File: src/hw/rtl/assert_macros.svh
// ---------------------------------------------------------------------------
// assert_macros.svh
// Assertion helpers shared by the blit pixel RTL. Each macro samples on clk
// and is disabled while rst_n is low.
// ---------------------------------------------------------------------------
`ifndef ASSERT_MACROS_SVH
`define ASSERT_MACROS_SVH

`ifndef ASSERT_OFF

// same-cycle implication
`define AST_IMPLY(name, ante, cons, msg) \
    name: assert property (@(posedge clk) disable iff (!rst_n) (ante) |-> (cons)) \
        else $error(msg);

// next-cycle implication
`define AST_NEXT(name, ante, cons, msg) \
    name: assert property (@(posedge clk) disable iff (!rst_n) (ante) |=> (cons)) \
        else $error(msg);

`else

`define AST_IMPLY(name, ante, cons, msg)
`define AST_NEXT(name, ante, cons, msg)

`endif

`endif

File: src/hw/rtl/abp_pkg.sv
// ---------------------------------------------------------------------------
// abp_pkg
// Shared types, constants and helpers of the ARGB alpha blit pixel pipeline.
// ---------------------------------------------------------------------------
package abp_pkg;

    localparam int DIM_W   = 13;   // dimension / offset register width
    localparam int COORD_W = 12;   // source coordinate width
    localparam int ADDR_W  = 24;   // linear destination address width
    localparam int PIX_W   = 32;   // ARGB pixel width
    localparam int PROD_W  = 2 * DIM_W;

    localparam logic [7:0] ALPHA_OPAQUE = 8'hFF;
    localparam logic [7:0] ALPHA_CLEAR  = 8'h00;

    // configuration register indexes
    typedef enum logic [2:0] {
        REG_DEST_WIDTH   = 3'd0,
        REG_DEST_HEIGHT  = 3'd1,
        REG_OFFSET_X     = 3'd2,
        REG_OFFSET_Y     = 3'd3,
        REG_OPACITY      = 3'd4
    } abp_reg_t;

    // per-stage load enables handed to the datapath units
    typedef struct packed {
        logic s1;
        logic s2;
        logic s3;
    } abp_adv_t;

    // floor(x / 255) for x up to 255*255
    function automatic logic [7:0] div255(input logic [15:0] x);
        logic [16:0] sum;
        sum = {1'b0, x} + {9'd0, x[15:8]} + 17'd1;
        return sum[15:8];
    endfunction

endpackage

File: src/hw/rtl/abp_geom.sv
// ---------------------------------------------------------------------------
// abp_geom
// Placement, clipping and linear address of one pixel, three register stages.
// ---------------------------------------------------------------------------
module abp_geom (
    input  logic                         clk,
    input  abp_pkg::abp_adv_t            adv,
    input  logic [abp_pkg::COORD_W-1:0]  src_col,
    input  logic [abp_pkg::COORD_W-1:0]  src_row,
    input  logic [abp_pkg::DIM_W-1:0]    width_sat,
    input  logic [abp_pkg::DIM_W-1:0]    height_sat,
    input  logic [abp_pkg::DIM_W-1:0]    offset_x,
    input  logic [abp_pkg::DIM_W-1:0]    offset_y,
    output logic                         in_box,
    output logic [abp_pkg::ADDR_W-1:0]   addr
);
    import abp_pkg::*;

    logic signed [DIM_W:0] tx;
    logic signed [DIM_W:0] ty;
    logic                  in_next;

    logic               in1_reg;
    logic [DIM_W-1:0]   tx1_reg;
    logic [DIM_W-1:0]   ty1_reg;
    logic [DIM_W-1:0]   w1_reg;

    logic               in2_reg;
    logic [DIM_W-1:0]   tx2_reg;
    logic [PROD_W-1:0]  prod2_reg;

    logic               in3_reg;
    logic [ADDR_W-1:0]  addr3_reg;

    // place the source coordinate and test it against the destination box
    always_comb
    begin
        tx = $signed({offset_x[DIM_W-1], offset_x})
           + $signed({2'b00, src_col});
        ty = $signed({offset_y[DIM_W-1], offset_y})
           + $signed({2'b00, src_row});
        in_next = !tx[DIM_W] && !ty[DIM_W]
               && (tx[DIM_W-1:0] < width_sat) && (ty[DIM_W-1:0] < height_sat);
    end

    // stage 1: clip result and target coordinates
    always_ff @(posedge clk)
    begin
        if (adv.s1)
        begin
            in1_reg <= in_next;
            tx1_reg <= tx[DIM_W-1:0];
            ty1_reg <= ty[DIM_W-1:0];
            w1_reg  <= width_sat;
        end
    end

    // stage 2: row times width
    always_ff @(posedge clk)
    begin
        if (adv.s2)
        begin
            in2_reg   <= in1_reg;
            tx2_reg   <= tx1_reg;
            prod2_reg <= ty1_reg * w1_reg;
        end
    end

    // stage 3: add the column, wrap to the address width
    always_ff @(posedge clk)
    begin
        if (adv.s3)
        begin
            in3_reg   <= in2_reg;
            addr3_reg <= prod2_reg[ADDR_W-1:0] + {{(ADDR_W-DIM_W){1'b0}}, tx2_reg};
        end
    end

    assign in_box = in3_reg;
    assign addr   = addr3_reg;

endmodule

File: src/hw/rtl/abp_blend.sv
// ---------------------------------------------------------------------------
// abp_blend
// Global alpha scaling and 8-bit source-over blend, three register stages
// followed by the final divide and select.
// ---------------------------------------------------------------------------
module abp_blend (
    input  logic                       clk,
    input  abp_pkg::abp_adv_t          adv,
    input  logic [abp_pkg::PIX_W-1:0]  src_argb,
    input  logic [abp_pkg::PIX_W-1:0]  dst_pixel,
    input  logic [7:0]                 opacity,
    output logic [abp_pkg::PIX_W-1:0]  blend_pixel
);
    import abp_pkg::*;

    logic [15:0]       prod1_reg;
    logic              scale1_reg;
    logic [PIX_W-1:0]  src1_reg;
    logic [PIX_W-1:0]  dst1_reg;

    logic [7:0]        a2_reg;
    logic [23:0]       rgb2_reg;
    logic [PIX_W-1:0]  dst2_reg;

    logic [7:0]        a3_reg;
    logic [23:0]       rgb3_reg;
    logic [PIX_W-1:0]  dst3_reg;
    logic [15:0]       sum_r3_reg;
    logic [15:0]       sum_g3_reg;
    logic [15:0]       sum_b3_reg;

    logic [7:0]        inv2;

    // stage 1: source alpha times global alpha
    always_ff @(posedge clk)
    begin
        if (adv.s1)
        begin
            prod1_reg  <= src_argb[31:24] * opacity;
            scale1_reg <= (opacity != ALPHA_OPAQUE);
            src1_reg   <= src_argb;
            dst1_reg   <= dst_pixel;
        end
    end

    // stage 2: pick scaled or original alpha
    always_ff @(posedge clk)
    begin
        if (adv.s2)
        begin
            a2_reg   <= scale1_reg ? div255(prod1_reg) : src1_reg[31:24];
            rgb2_reg <= src1_reg[23:0];
            dst2_reg <= dst1_reg;
        end
    end

    assign inv2 = ALPHA_OPAQUE - a2_reg;

    // stage 3: weighted channel sums
    always_ff @(posedge clk)
    begin
        if (adv.s3)
        begin
            a3_reg     <= a2_reg;
            rgb3_reg   <= rgb2_reg;
            dst3_reg   <= dst2_reg;
            sum_r3_reg <= rgb2_reg[23:16] * a2_reg + dst2_reg[23:16] * inv2;
            sum_g3_reg <= rgb2_reg[15:8]  * a2_reg + dst2_reg[15:8]  * inv2;
            sum_b3_reg <= rgb2_reg[7:0]   * a2_reg + dst2_reg[7:0]   * inv2;
        end
    end

    // divide the sums and select the transparent / opaque / blended case
    always_comb
    begin
        if (a3_reg == ALPHA_CLEAR)
            blend_pixel = dst3_reg;
        else if (a3_reg == ALPHA_OPAQUE)
            blend_pixel = {a3_reg, rgb3_reg};
        else
            blend_pixel = {ALPHA_OPAQUE, div255(sum_r3_reg), div255(sum_g3_reg),
                           div255(sum_b3_reg)};
    end

endmodule

File: src/hw/rtl/argb_alpha_blit_pixel_top.sv
// Throughput: one word per cycle while the output side is ready; the
// four-stage pipeline with a per-stage valid bit advances any stage whose
// successor is empty or moving.
// Reset: rst_n clears all valid bits and loads the configuration defaults
// (640 x 480, zero offset, global alpha 255); no clearing pass is needed.
// ---------------------------------------------------------------------------
// argb_alpha_blit_pixel_top
// Source-over ARGB blit of one pixel per word with placement and clipping.
// ---------------------------------------------------------------------------
`include "assert_macros.svh"

module argb_alpha_blit_pixel_top #(
    parameter int MAX_DIM = 4096
) (
    input  logic        clk,
    input  logic        rst_n,
    // configuration write port
    input  logic        cfg_we,
    input  logic [2:0]  cfg_index,
    input  logic [12:0] cfg_data,
    // input stream
    input  logic        s_tvalid,
    output logic        s_tready,
    input  logic [87:0] s_tdata,   // src_col[11:0], src_row[23:12], src_argb[55:24],
                                   // dst_pixel[87:56]
    input  logic        s_tlast,   // last_pixel
    // output stream
    output logic        m_tvalid,
    input  logic        m_tready,
    output logic [55:0] m_tdata,   // dest_address[23:0], out_pixel[55:24]
    output logic [0:0]  m_tuser,   // write_enable[0]
    output logic        m_tlast    // out_last
);
    import abp_pkg::*;

    localparam logic [DIM_W-1:0] MAX_DIM_V = DIM_W'(MAX_DIM);

    logic [DIM_W-1:0] dest_width_reg;
    logic [DIM_W-1:0] dest_height_reg;
    logic [DIM_W-1:0] offset_x_reg;
    logic [DIM_W-1:0] offset_y_reg;
    logic [7:0]       opacity_reg;

    logic [DIM_W-1:0] width_sat;
    logic [DIM_W-1:0] height_sat;

    logic [3:0] valid_reg;
    logic [3:0] rdy;
    logic [2:0] last_reg;
    abp_adv_t   adv;

    logic              in_box3;
    logic [ADDR_W-1:0] addr3;
    logic [PIX_W-1:0]  pix3;

    logic              we_reg;
    logic [ADDR_W-1:0] addr_reg;
    logic [PIX_W-1:0]  pix_reg;
    logic              last_out_reg;

    // configuration registers
    always_ff @(posedge clk or negedge rst_n)
    begin
        if (!rst_n)
        begin
            dest_width_reg  <= DIM_W'(640);
            dest_height_reg <= DIM_W'(480);
            offset_x_reg    <= '0;
            offset_y_reg    <= '0;
            opacity_reg     <= ALPHA_OPAQUE;
        end
        else if (cfg_we)
        begin
            case (cfg_index)
                REG_DEST_WIDTH:   dest_width_reg  <= cfg_data;
                REG_DEST_HEIGHT:  dest_height_reg <= cfg_data;
                REG_OFFSET_X:     offset_x_reg    <= cfg_data;
                REG_OFFSET_Y:     offset_y_reg    <= cfg_data;
                REG_OPACITY:      opacity_reg     <= cfg_data[7:0];
                default:          ;
            endcase
        end
    end

    // saturate the dimensions to the supported maximum
    assign width_sat  = (32'(dest_width_reg) > 32'(MAX_DIM))  ? MAX_DIM_V : dest_width_reg;
    assign height_sat = (32'(dest_height_reg) > 32'(MAX_DIM)) ? MAX_DIM_V : dest_height_reg;

    // a stage loads when it is empty or its word moves on
    assign rdy[3] = !valid_reg[3] || m_tready;
    assign rdy[2] = !valid_reg[2] || rdy[3];
    assign rdy[1] = !valid_reg[1] || rdy[2];
    assign rdy[0] = !valid_reg[0] || rdy[1];

    assign adv.s1 = rdy[0];
    assign adv.s2 = rdy[1];
    assign adv.s3 = rdy[2];

    assign s_tready = rdy[0];

    // advance the valid bits
    always_ff @(posedge clk or negedge rst_n)
    begin
        if (!rst_n)
            valid_reg <= '0;
        else
        begin
            if (rdy[0]) valid_reg[0] <= s_tvalid;
            if (rdy[1]) valid_reg[1] <= valid_reg[0];
            if (rdy[2]) valid_reg[2] <= valid_reg[1];
            if (rdy[3]) valid_reg[3] <= valid_reg[2];
        end
    end

    // carry the frame marker alongside the datapath
    always_ff @(posedge clk)
    begin
        if (rdy[0]) last_reg[0] <= s_tlast;
        if (rdy[1]) last_reg[1] <= last_reg[0];
        if (rdy[2]) last_reg[2] <= last_reg[1];
    end

    abp_geom u_geom (
        .clk        (clk),
        .adv        (adv),
        .src_col    (s_tdata[11:0]),
        .src_row    (s_tdata[23:12]),
        .width_sat  (width_sat),
        .height_sat (height_sat),
        .offset_x   (offset_x_reg),
        .offset_y   (offset_y_reg),
        .in_box     (in_box3),
        .addr       (addr3)
    );

    abp_blend u_blend (
        .clk          (clk),
        .adv          (adv),
        .src_argb     (s_tdata[55:24]),
        .dst_pixel    (s_tdata[87:56]),
        .opacity      (opacity_reg),
        .blend_pixel  (pix3)
    );

    // output register: zero the address and pixel of clipped words
    always_ff @(posedge clk)
    begin
        if (rdy[3])
        begin
            we_reg       <= in_box3;
            addr_reg     <= in_box3 ? addr3 : '0;
            pix_reg      <= in_box3 ? pix3  : '0;
            last_out_reg <= last_reg[2];
        end
    end

    assign m_tvalid   = valid_reg[3];
    assign m_tdata    = {pix_reg, addr_reg};
    assign m_tuser[0] = we_reg;
    assign m_tlast    = last_out_reg;

    `AST_IMPLY(a_clip_zero, m_tvalid && !m_tuser[0], m_tdata == '0, "clipped word not zeroed")
    `AST_IMPLY(a_empty_ready, !m_tvalid, s_tready, "input stalled with empty output stage")
    `AST_IMPLY(a_full_stall, (&valid_reg) && !m_tready, !s_tready, "input taken into full pipe")
    `AST_NEXT(a_stage_hold, valid_reg[0] && !rdy[1], valid_reg[0], "stalled stage 1 word lost")

endmodule

File: config.mk
export PLATFORM = sky130hd
export DESIGN_NAME = argb_alpha_blit_pixel_top
export DESIGN_NICKNAME = d
export VERILOG_FILES = /design/src/hw/rtl/abp_pkg.sv /design/src/hw/rtl/abp_geom.sv /design/src/hw/rtl/abp_blend.sv /design/src/hw/rtl/argb_alpha_blit_pixel_top.sv
export VERILOG_INCLUDE_DIRS = /design/src /design/src/hw/rtl
export SDC_FILE = /design/constraint.sdc
export NUM_CORES = 2
export LEC_CHECK = 0
export ABC_AREA = 1
export BUFFER_PORTS_ARGS = -buffer_cell sky130_fd_sc_hd__buf_2
export CORE_MARGIN = 2
export CORE_UTILIZATION = 55
export CTS_CLUSTER_DIAMETER = 150
export CTS_CLUSTER_SIZE = 24
export DETAILED_ROUTE_END_ITERATION = 10
export PLACE_DENSITY = 0.72
export REMOVE_ABC_BUFFERS = 1
export SLEW_MARGIN = 20
export SYNTH_ARGS = -nofsm -noshare
export SYNTH_HDL_FRONTEND = slang
export SYNTH_SLANG_ARGS = --single-unit
File: constraint.sdc
create_clock -name clk -period 45 [get_ports clk]
set_clock_uncertainty 0.2 [all_clocks]
set_input_delay 11.25 -clock clk [delete_from_list [all_inputs] [get_ports clk]]
set_output_delay 11.25 -clock clk [all_outputs]
set_load 0.01 [all_outputs]
==> results.txt <==
The run finished with clean final reports. The minimum setup slack in the final design is 19.70 ns. The post-DP HPWL is 71400 µm.

The most common library cell in the layout ignoring fill and taps is sky130_fd_sc_hd__inv_1. The max-slew violation total from the final report came out at 0. The actual transition at the worst max-transition pin came out at 1.06 ns. After synthesis, the share of flip-flops with an asynchronous set or reset is 0.132. The cell area after synthesis came out at between 40000 and 50000 µm². The number of iterations in the first detailed-routing pass is 5.

The count of yosys warnings during synthesis is 0. The hold violation count in the final report was 0. The total overflow left after global routing is 0. After detailed routing, the total wire length is 92400 µm. The multi-input combinational cells in the finished layout cover a total of 22700 µm². The TritonCTS clock tree is built.

The number of buffers created by CTS is 24. The average footprint of a synthesized cell is ~9.1 µm². The fraction of post-synthesis cell area in the top cell type by area is 0.302.

The critical path is of the in -> out type. The top flip-flop cell by instance count after synthesis is sky130_fd_sc_hd__edfxtp_1. In this run the worst hold path is classified as reg -> reg. The share of the clock period used by the worst path after layout is 0.562.

Synthesis instantiated 52 different standard cells from the library. The final total negative setup slack is 0 ns. The area enclosed by the die boundary is 78400 µm². The total vias in the final route is ~30000. The count of buffers from port buffering is 169. The post-detailed-route DRC marker count is 0. Setup repair after global routing left no endpoint under its margin. The worst pin sits at a relative slew slack of 0.291. The final design utilization came out at 0.585. The number of buffers on the longest clock path is 3. The x dimension of the die came out at roughly 280 µm. The first element of the critical path is m_tready.

The net count of the finished layout is roughly 5600. The post-CTS setup buffer count came out at 0. The post-synthesis instance total is roughly 4600. The number of vias per cell after detailed routing is 5.18. The number of synthesized flops with an enable pin is about 420. Sorting the synthesized cells by area gives the leading types as sky130_fd_sc_hd__edfxtp_1, sky130_fd_sc_hd__fa_1, sky130_fd_sc_hd__ha_1. The minimum clock period is roughly 25 ns. Across every metal layer, demand over resource in global routing totals 0.242. After filler insertion, the fill cell instance count of the layout stands at 6512. The worst setup path is captured at an output pin. The required time reported for the critical path endpoint came out at about 34 ns. Post-CTS repair changed the size of 0 cells.

In this run the number of H-tree levels came out at 1. Timing would allow up to 0.0395 GHz. The sequential area share after synthesis is 0.341. After clock tree synthesis, the flow added hold-fix buffers numbering 0. The area of the placeable core is 75700 µm². Counting every sink on the clock net gives 485.

From bottom edge to top edge, the die measures 280 µm. The effective utilization at floorplan came out at 0.553. The via count of the first global-routing pass is between 20000 and 30000.

The number of antenna violations at the first check in global routing is 10. The clock transition at the register clock pins on the worst setup and hold paths after CTS came out at 0.09 ns. The sequential cells in the finished layout cover a total of 14300 µm². The library cells used most frequently in the layout, excluding fill and tap cells, are sky130_fd_sc_hd__inv_1, sky130_fd_sc_hd__nand2_1, sky130_fd_sc_hd__fa_1. After synthesis the netlist holds a flip-flop and latch count of 485. The pin count of the biggest net entering global routing came out at 77. The CTS root buffer is sky130_fd_sc_hd__clkbuf_16. The worst-skew pair later-pin latency came out at 0.61 ns. The first-iteration detailed-routing DRC count is 1967. Pin placement for this block handled 170 I/O pins.

The global-route wire length before repair is ~150000 µm. In this run the most critical hold path is launched from u_blend.dst2_reg[25]. The final RePlAce weighted congestion came out at ~0.91.

The wire length per cell is approximately 16 µm. The worst register-to-register path begins at u_blend.a2_reg[3]. The layout cell share with drive strength beyond 1 came out at 0.0545. Max-cap violations in this run came to 0. The flop-to-flop setup slack came out at 38.67 ns. Setup violations remaining at the end of the flow were counted as 0.

The number of antenna-violating nets in the routed design is 0. The arrival time of data at the critical path endpoint came out at 13.85 ns. The cell taking the most area after synthesis is sky130_fd_sc_hd__edfxtp_1. Compared with the post-synthesis result, the final layout area differs by 5.69%. The row count is 101.

STA classifies the critical path startpoint as an input port. The pre-CTS worst setup slack is between 15 and 20 ns. In this run the worst path has a maximum fanout of 67.
## layer usage
layer	vias up	track usage	part of all wire
met2	797	0.406	0.48
met3	178	0.0339	0.063
li1	14100	-	-
met5	-	0	0.00085
met1	14200	0.320	0.41
met4	12	0.0912	0.039
## final timing paths
kind                            cells past startpoint                endpoint
worst min-delay path                                0    u_blend.dst3_reg[25]
max in group asynchronous                           2            valid_reg[1]
worst max-delay path                                9                s_tready
worst max register to register                     18  u_blend.sum_r3_reg[12]
min in group asynchronous                           2         offset_y_reg[5]
worst min register to register                      0    u_blend.dst3_reg[25]
## cell type report
cell class                 instances  area share
antenna                            5    0.000283
clock buffer                      34      0.0144
clock inverter                     3    0.000933
inverter                        1175      0.0998
multi-input combinational       2796       0.513
sequential                       485       0.322
tap                              978      0.0276
timing repair buffer             185      0.0218
## synth_stat cells, types with 4 or more instances
| cell | number |
|---|---|
| sky130_fd_sc_hd__o21ai_2 | 7 |
| sky130_fd_sc_hd__nand4_1 | 32 |
| sky130_fd_sc_hd__nor3_1 | 21 |
| sky130_fd_sc_hd__nor2_1 | 274 |
| sky130_fd_sc_hd__a21oi_1 | 143 |
| sky130_fd_sc_hd__edfxtp_1 | 421 |
| sky130_fd_sc_hd__fa_1 | 447 |
| sky130_fd_sc_hd__or2_1 | 4 |
| sky130_fd_sc_hd__a31oi_1 | 13 |
| sky130_fd_sc_hd__xor2_1 | 78 |
| sky130_fd_sc_hd__clkbuf_2 | 13 |
| sky130_fd_sc_hd__nand3_1 | 143 |
| sky130_fd_sc_hd__a21boi_0 | 5 |
| sky130_fd_sc_hd__inv_1 | 1172 |
| sky130_fd_sc_hd__o21bai_1 | 12 |
| sky130_fd_sc_hd__o21ai_0 | 137 |
| sky130_fd_sc_hd__buf_2 | 5 |
| sky130_fd_sc_hd__xnor2_1 | 41 |
| sky130_fd_sc_hd__dfstp_2 | 14 |
| sky130_fd_sc_hd__nor4_1 | 9 |
| sky130_fd_sc_hd__ha_1 | 373 |
| sky130_fd_sc_hd__or2_2 | 4 |
| sky130_fd_sc_hd__nand2_1 | 977 |
| sky130_fd_sc_hd__o21ai_1 | 14 |
| sky130_fd_sc_hd__nand3b_1 | 12 |
| sky130_fd_sc_hd__buf_1 | 11 |
| sky130_fd_sc_hd__a21o_1 | 13 |
| sky130_fd_sc_hd__clkbuf_1 | 102 |
| sky130_fd_sc_hd__dfrtp_1 | 50 |
## cell families after synthesis
family,share of synthesized area
xor gates and xnor gates,0.0249
adders and majority gates,0.325
AOI/OAI and AO/OA,0.0475
buffers and inverters,0.118
other,0.0000895
DFF,0.341
and+or+nand+nor,0.144
## critical path, cell delays in order
cell and delay, ns:
sky130_fd_sc_hd__buf_2 0.08, sky130_fd_sc_hd__nor2_1 0.04, sky130_fd_sc_hd__inv_2 0.04, sky130_fd_sc_hd__buf_4 0.60, sky130_fd_sc_hd__nor2_1 0.21, sky130_fd_sc_hd__inv_6 0.47
sky130_fd_sc_hd__nor2_1 0.23, sky130_fd_sc_hd__nand2_4 0.57, sky130_fd_sc_hd__buf_2 0.29
## stage by stage
| step | hold WS, ns | cells | cell area, µm² |
|---|---|---|---|
| final | 0.208 | 5661 | 44300 |
| after global routing | 0.221 | 5657 | 44200 |
| after CTS | 0.193 | 5656 | 44200 |
| after detailed placement | 0.205 | 5619 | 43600 |
| after global placement | 0.201 | 5619 | 43600 |
| after floorplan | 0.200 | 4456 | 41400 |
Power is left out: the tool's default activity adds up to more than one toggle a clock period on the data nets, which glitch-free logic cannot reach.
